**config.mk**
```make
export PLATFORM = sky130hd
export DESIGN_NAME = bb3_ctrl
export DESIGN_NICKNAME = d
export VERILOG_FILES = /design/src/rtl/bb3_pkg.sv /design/src/rtl/bb3_ctrl.sv
export SDC_FILE = /design/constraint.sdc
export NUM_CORES = 1
export LEC_CHECK = 0
export BUFFER_PORTS_ARGS = -buffer_cell sky130_fd_sc_hd__buf_4
export CORE_AREA = 2 2 39 41
export DETAILED_ROUTE_END_ITERATION = 6
export DIE_AREA = 0 0 41 43
export GPL_TIMING_DRIVEN = 0
export PLACE_DENSITY = 0.3
export SLEW_MARGIN = 20
export SYNTH_ARGS = -nofsm -noshare
export SYNTH_HDL_FRONTEND = slang
export SYNTH_SLANG_ARGS = --single-unit
export TNS_END_PERCENT = 50
```
**constraint.sdc**
```tcl
create_clock -name clk -period 1.3 [get_ports clk]
set_clock_uncertainty 0.05 [all_clocks]
set_input_delay 0.065 -clock clk [delete_from_list [all_inputs] [get_ports clk]]
set_output_delay 0.065 -clock clk [all_outputs]
set_load 0.1 [all_outputs]
```
**src/rtl/bb3_pkg.sv**
```systemverilog
// ----------------------------------------------------------------------------
// bb3_pkg
// Shared types, constants and the reciprocal table of the 3x3 box blur.
// ----------------------------------------------------------------------------
package bb3_pkg;

    localparam int MAX_WIDTH_DEF  = 1024;
    localparam int MAX_HEIGHT_DEF = 4096;

    localparam int PIX_W   = 24;
    localparam int CH_W    = 8;
    localparam int WID_W   = 11;
    localparam int HGT_W   = 13;
    localparam int CFG_W   = 13;
    localparam int OROW_W  = 12;
    localparam int OCOL_W  = 10;
    localparam int ODATA_W = 48;
    localparam int SUM_W   = 12;
    localparam int CNT_W   = 4;
    localparam int NUM_W   = 13;
    localparam int RCP_W   = 16;

    localparam logic REG_WIDTH  = 1'b0;
    localparam logic REG_HEIGHT = 1'b1;

    // result kinds, in emission order
    localparam logic [1:0] KIND_UL = 2'd0;  // row-1, col-1
    localparam logic [1:0] KIND_UR = 2'd1;  // row-1, col (right edge)
    localparam logic [1:0] KIND_LL = 2'd2;  // row,   col-1 (last row)
    localparam logic [1:0] KIND_LR = 2'd3;  // row,   col (frame end)

    typedef struct packed {
        logic accept;
        logic shift;
        logic sum;
        logic mul;
        logic load;
    } bb3_cmd_t;

    typedef struct packed {
        logic has_work;
        logic out_free;
    } bb3_sts_t;

    // floor(65536 / (2*cnt)); quotient estimate is low by at most one
    function automatic logic [RCP_W-1:0] bb3_recip(input logic [CNT_W-1:0] cnt);
        logic [RCP_W-1:0] r;
        case (cnt)
            4'd1:    r = 16'd32768;
            4'd2:    r = 16'd16384;
            4'd3:    r = 16'd10922;
            4'd4:    r = 16'd8192;
            4'd5:    r = 16'd6553;
            4'd6:    r = 16'd5461;
            4'd7:    r = 16'd4681;
            4'd8:    r = 16'd4096;
            4'd9:    r = 16'd3640;
            default: r = 16'd32768;
        endcase
        return r;
    endfunction

endpackage

```
**src/rtl/bb3_ctrl.sv**
```systemverilog
// ----------------------------------------------------------------------------
// bb3_ctrl
// Sequencer: takes a pixel, updates the window, then walks the pending
// results through sum, multiply and correct/load steps.
// ----------------------------------------------------------------------------
module bb3_ctrl
(
    input  logic              clk,
    input  logic              rst_n,
    input  logic              in_valid,
    input  bb3_pkg::bb3_sts_t sts,
    output logic              in_ready,
    output bb3_pkg::bb3_cmd_t cmd
);
    import bb3_pkg::*;

    typedef enum logic [2:0] {
        S_IDLE,
        S_SHIFT,
        S_SUM,
        S_MUL,
        S_FIX
    } state_t;

    state_t state_reg;
    state_t state_next;

    always_comb
    begin
        state_next = state_reg;
        cmd        = '0;
        in_ready   = 1'b0;
        unique case (state_reg)
            S_IDLE:
            begin
                in_ready   = 1'b1;
                cmd.accept = in_valid;
                if (in_valid)
                    state_next = S_SHIFT;
            end
            S_SHIFT:
            begin
                cmd.shift  = 1'b1;
                state_next = S_SUM;
            end
            S_SUM:
            begin
                if (sts.has_work)
                begin
                    cmd.sum    = 1'b1;
                    state_next = S_MUL;
                end
                else
                begin
                    state_next = S_IDLE;
                end
            end
            S_MUL:
            begin
                cmd.mul    = 1'b1;
                state_next = S_FIX;
            end
            S_FIX:
            begin
                if (sts.out_free)
                begin
                    cmd.load   = 1'b1;
                    state_next = S_SUM;
                end
            end
            default:
            begin
                state_next = S_IDLE;
            end
        endcase
    end

    always_ff @(posedge clk or negedge rst_n)
    begin
        if (!rst_n)
            state_reg <= S_IDLE;
        else
            state_reg <= state_next;
    end

endmodule

```
==> results of run 1 <==
cell type report:
class	instances	area share
flip-flops and latches	3	0.1938
well taps	16	0.04923
repair buffers	12	0.3477
clock buffers	4	0.06462
multi-input cells	11	0.3446
placed cells by master, fill, tap and decap left out, drive strengths merged:
cell,synthesis,routed
and2,1,1
and3b,1,1
buf,0,11
clkbuf,0,4
dfrtp,3,3
dlygate4sd3,0,1
mux2i,1,1
nor3,2,2
nor3b,1,1
nor4b,1,1
nor4bb,2,2
or2,1,1
or3,1,1
critical path, delay by kind of cell (launching register included):
family	cells	cell delay, ns
buf+inv	1	0.27
flops	1	0.47
simple gates	1	0.34
what timing repair did:
item / 4_1_cts / 5_1_grt
setup endpoints to repair: 6 / 6
hold buffers: 1 / 0
gates resized for setup: 13 / 0
setup buffers: 0 / 1
pin swaps: 4 / 3
endpoints found under the hold margin: 3 / 0
logic make-up (layout without fill, tap and decap cells):
kind of cell | after synthesis | in the layout
and+or+nand+nor | 10 | 10
buffers and inverters | 0 | 16
DFF | 3 | 3
muxes | 1 | 1
per-layer routing:
metal	track usage	part of all wire	vias to the layer above
met3	0.02094	0.079	4
li1	-	-	86
met1	0.08738	0.34	87
met4	0.1400	0.073	0
met5	0	0	-
met2	0.09688	0.50	10
through the flow:
stage | setup WS, ns | instance area (um2) | util | std cells
global placement | 0.01899 | 312.8 | 0.2260 | 40
floorplan | -0.6698 | 217.7 | - | 14
detailed placement | 0.03634 | 312.8 | 0.2260 | 40
global route | -0.1837 | 406.6 | 0.2939 | 46
CTS | -0.1455 | 399.1 | 0.2884 | 45
finish | -0.1244 | 406.6 | 0.2939 | 46
worst min-delay path by stage:
stage | startpoint | endpoint | slack (ns) | cells after the start
final | rst_n | state_reg[1] | 0.10 | 2
after global routing | rst_n | state_reg[2] | 0.12 | 2
after CTS | rst_n | state_reg[1] | 0.1 | 2
after detailed placement | rst_n | state_reg[2] | -0.20 | 1
after global placement | rst_n | state_reg[2] | -0.20 | 1
after floorplan | rst_n | state_reg[0] | -0.28 | 0
==> results.tsv, run 1 <==
stage	metric	value	unit
logic_synthesis	synth.largest_area_cell	dfrtp_1	
sta	rsz0062_at_grt	true	
run_status	status	finished with violations	
setup_path	endpoint	cmd[0]	
final_layout	largest_register_ffs	3	
final_layout	area_delta_synth_final	125.7	%
sta	tightestPinTransition	0.2403	ns
die	die-width	41	um
logic_synthesis	async_flop_share	1.000	
clock_tree	cts_root_buffer	clkbuf_4	
die	die_height	43	um
logic_synthesis	synth_compound_area_frac	0	
clock_tree	cts_tree	yes	
global_routing	grt_pass1_wl	855	um
setup_path	r2r-start	state_reg[0]	
sta	hold-worst-slack	0.1018	ns
run	cap_violations	0	
logic_synthesis	syn_area	180.2	um2
global_routing	grt_pass1_vias	186	
routing	vias_per_cell	4.065	
sta	slew_headroom	0.8375	
final_layout	multi_input_area	140.1	um2
logic_synthesis	synthMuxAreaShare	0.05556	
setup_path	cp_data_arrival_time	1.31	ns
sta	hold_viol	0	
sta	period_needed	1.424	ns
final_layout	num-fill-cells	145	
die	start_util	0.1302	
setup_path	crit_type	reg2out	
setup_path	cp-startpoint	state_reg[0]	
logic_synthesis	synth_area_leaders	dfrtp_1 42%, nor4bb_4 14%, nor4bb_2 9.0%	
setup_path	r2r_slack	0.05	ns
setup_path	critPathSlowestCell	dfrtp_2	
logic_synthesis	syn_inst	14	
setup_path	slowest_delay	0.47	ns
routing	drtIter0Drc	1	
final_layout	seqCellArea	78.83	um2
final_layout	diodes	0	
final_layout	nets	36	
logic_synthesis	synth-xor-area-share	0	
clock_tree	clk_latency	0.23	ns
placed_design	io_buffers	10	
setup_path	cp_max_fo	5	
setup_path	ff2ff_path_depth	3	
routing	vias	187	
routing	drc_errors	0	
placed_design	gp_congestion	0.6093	
logic_synthesis	ys_warn_count	0	
global_routing	grt_overflow	0	
sta	finalSetupViolations	5	
setup_path	worstReg2RegEnd	state_reg[2]	
die	die-area	1763	um2
routing	drt_first_pass_iters	2	
sta	slew_violations	0	
clock_tree	cts_htree_levels	1	
setup_path	crit_required	1.19	ns
final_layout	drive_gt1_frac	0.7667	
logic_synthesis	yosys_most_used_dff	dfrtp_1	
sta	layout_setup_ws	-0.1244	ns
global_routing	antenna_found_initial	0	
sta	max_clock_freq	702.0	MHz
setup_path	crit_chain	nor4bb_4 -> buf_6	
logic_synthesis	synth_most_common_cell	dfrtp_1	
die	rows	14	
setup_path	start_kind	flip-flop	
clock_tree	clkTransAtPathRegs	0.04	ns
hold_path	worstHoldPathType	in2async	
logic_synthesis	synth_cell_type_count	11	
logic_synthesis	synth_top_family_by_area	simple AND/OR/NAND/NOR gates	
logic_synthesis	yosysTopAreaCellShare	0.4167	
setup_path	endpoint_kind	output pin	
sta	period_share	1.096	
routing	drt_wl_total	493	um
logic_synthesis	yosysSeqAreaShare	0.4167	
die	ios	11	
routing	ant_nets	0	
logic_synthesis	syn-num-nets	19	
logic_synthesis	synthTopCellsByCount	3 x dfrtp_1, 2 x nor3_1	
logic_synthesis	synthAdderAreaFrac	0	
logic_synthesis	ys_seq_elements	3	
logic_synthesis	yosys.area_share.simple	0.5278	
global_routing	grt_use_total	0.08350	
global_routing	grt_max_degree	8	
clock_tree	numCtsBuffers	3	
run_status	violations	setup timing	
routing	wire_per_inst	10.72	um
clock_tree	clock-sinks	3	
logic_synthesis	syn_area_per_cell	12.87	um2
die	coreArea	1384	um2
logic_synthesis	synth_edf_count	0	
clock_tree	clockBufferDepth	2	
sta	setup-tns-final	-0.4035	ns
Power of run 1 is not shown: default switching activity piles up to over one toggle a cycle in this logic, so the estimate is an artifact.
==> run 2, diff against run 1 <==
- CAP_MARGIN: unset -> 5
- PLACE_DENSITY: 0.3 -> 0.33
==> results.tsv, run 2 (synthesized netlist as in run 1, its figures left out) <==
stage	metric	value	unit
setup_path	cp_data_arrival_time	1.31	ns
setup_path	crit_required	1.19	ns
routing	vias_per_cell	3.935	
setup_path	critPathSlowestCell	dfrtp_2	
sta	rsz0062_at_grt	true	
setup_path	r2r_slack	0.09	ns
clock_tree	clkTransAtPathRegs	0.04	ns
hold_path	worstHoldPathType	in2async	
setup_path	start_kind	flip-flop	
global_routing	antenna_found_initial	0	
routing	drc_errors	0	
routing	ant_nets	0	
final_layout	nets	36	
placed_design	dp_hpwl	352.6	um
sta	period_share	1.096	
clock_tree	cts_root_buffer	clkbuf_4	
final_layout	drive_gt1_frac	0.7667	
global_routing	grt_pass1_wl	883	um
setup_path	worstReg2RegEnd	state_reg[1]	
global_routing	grt_pass1_vias	221	
die	start_util	0.1302	
setup_path	crit_type	reg2out	
final_layout	diodes	0	
setup_path	critPathTopFamily	flip-flops	
global_routing	grt_max_degree	8	
sta	slew_headroom	0.8367	
clock_tree	cts_htree_levels	1	
sta	slew_violations	0	
die	die-width	41	um
final_layout	largest_register_ffs	3	
final_layout	layout_commonest_cell	buf_4	
die	coreArea	1384	um2
placed_design	gp_congestion	0.6675	
sta	hold_viol	0	
setup_path	slowest_delay	0.47	ns
routing	vias	181	
routing	drtIter0Drc	2	
routing	drt_first_pass_iters	2	
clock_tree	clk_latency	0.23	ns
setup_path	timing.critical_path.buf_inv	1	
run	cap_violations	0	
die	rows	14	
sta	layout_setup_ws	-0.1249	ns
setup_path	ff2ff_path_depth	2	
placed_design	io_buffers	10	
sta	period_needed	1.425	ns
run_status	status	finished with violations	
sta	max_clock_freq	701.8	MHz
setup_path	r2r-start	state_reg[0]	
die	die_height	43	um
clock_tree	numCtsBuffers	3	
run_status	violations	setup timing	
final_layout	final_cell_count_no_fill	46	
routing	wire_per_inst	10.37	um
sta	finalSetupViolations	5	
setup_path	crit_chain	nor4bb_4 -> buf_6	
global_routing	grt_use_total	0.07731	
global_routing	grt_overflow	0	
clock_tree	clock-sinks	3	
die	die-area	1763	um2
clock_tree	cts_tree	yes	
routing	drt_wl_total	477	um
final_layout	mostFrequentLayoutCells	5 x buf_4, 3 x clkbuf_4, 3 x buf_6, 3 x buf_12, 3 x dfrtp_2	
setup_path	cp_max_fo	6	
sta	hold-worst-slack	0.1076	ns
die	ios	11	
final_layout	utilization	0.2939	
setup_path	endpoint_kind	output pin	
final_layout	area_delta_synth_final	125.7	%
placed_design	dp.cells	40	
sta	tightestPinTransition	0.2415	ns
clock_tree	clockBufferDepth	2	
[run 2: cell counts in the layout (fill, tap and decap cells not counted)]
No cell type changed its count.
[run 2: what timing repair did]
action / CTS / global route
resized for setup: 13 / 0
gates cloned: 0 / 0
pin swaps: 2 / 2
hold buffers: 1 / 0
hold endpoints to repair: 3 / 0
buffers inserted: 1 / 0
setup endpoints to repair: 6 / 6
[run 2: cell type report]
| class | count | area, um2 |
|---|---|---|
| Fill cell | 147 | 977.2 |
| Timing Repair Buffer | 12 | 141.4 |
| Multi-Input combinational cell | 11 | 140.1 |
| Sequential cell | 3 | 78.83 |
| Clock buffer | 4 | 26.28 |
| Tap cell | 16 | 20.02 |
[run 2: stage by stage]
stage                     TNS, ns  instance area (um2)  setup WS, ns
after floorplan            -2.909                217.7       -0.6698
after global placement          0                312.8       0.01820
after detailed placement        0                312.8       0.01966
after CTS                 -0.4287                406.6       -0.1380
after global routing      -0.6708                406.6       -0.1808
final                     -0.3616                406.6       -0.1249
[run 2: how the worst max path moves through the flow]
stage,start,endpoint,cells after the start
after floorplan,state_reg[1],state_reg[1],2
after global placement,state_reg[1],cmd[2],2
after detailed placement,state_reg[1],cmd[2],2
after CTS,state_reg[2],cmd[2],2
after global routing,state_reg[0],cmd[0],2
final,state_reg[0],cmd[0],2
[run 2: per-layer routing]
metal,GRT usage,vias to the layer above,part of all wire
met5,0,-,0
met4,0.08000,0,0
met3,0.02618,0,0.099
met2,0.1031,9,0.52
met1,0.08682,86,0.38
li1,-,86,-
Power of run 2 is left out for the same reason.
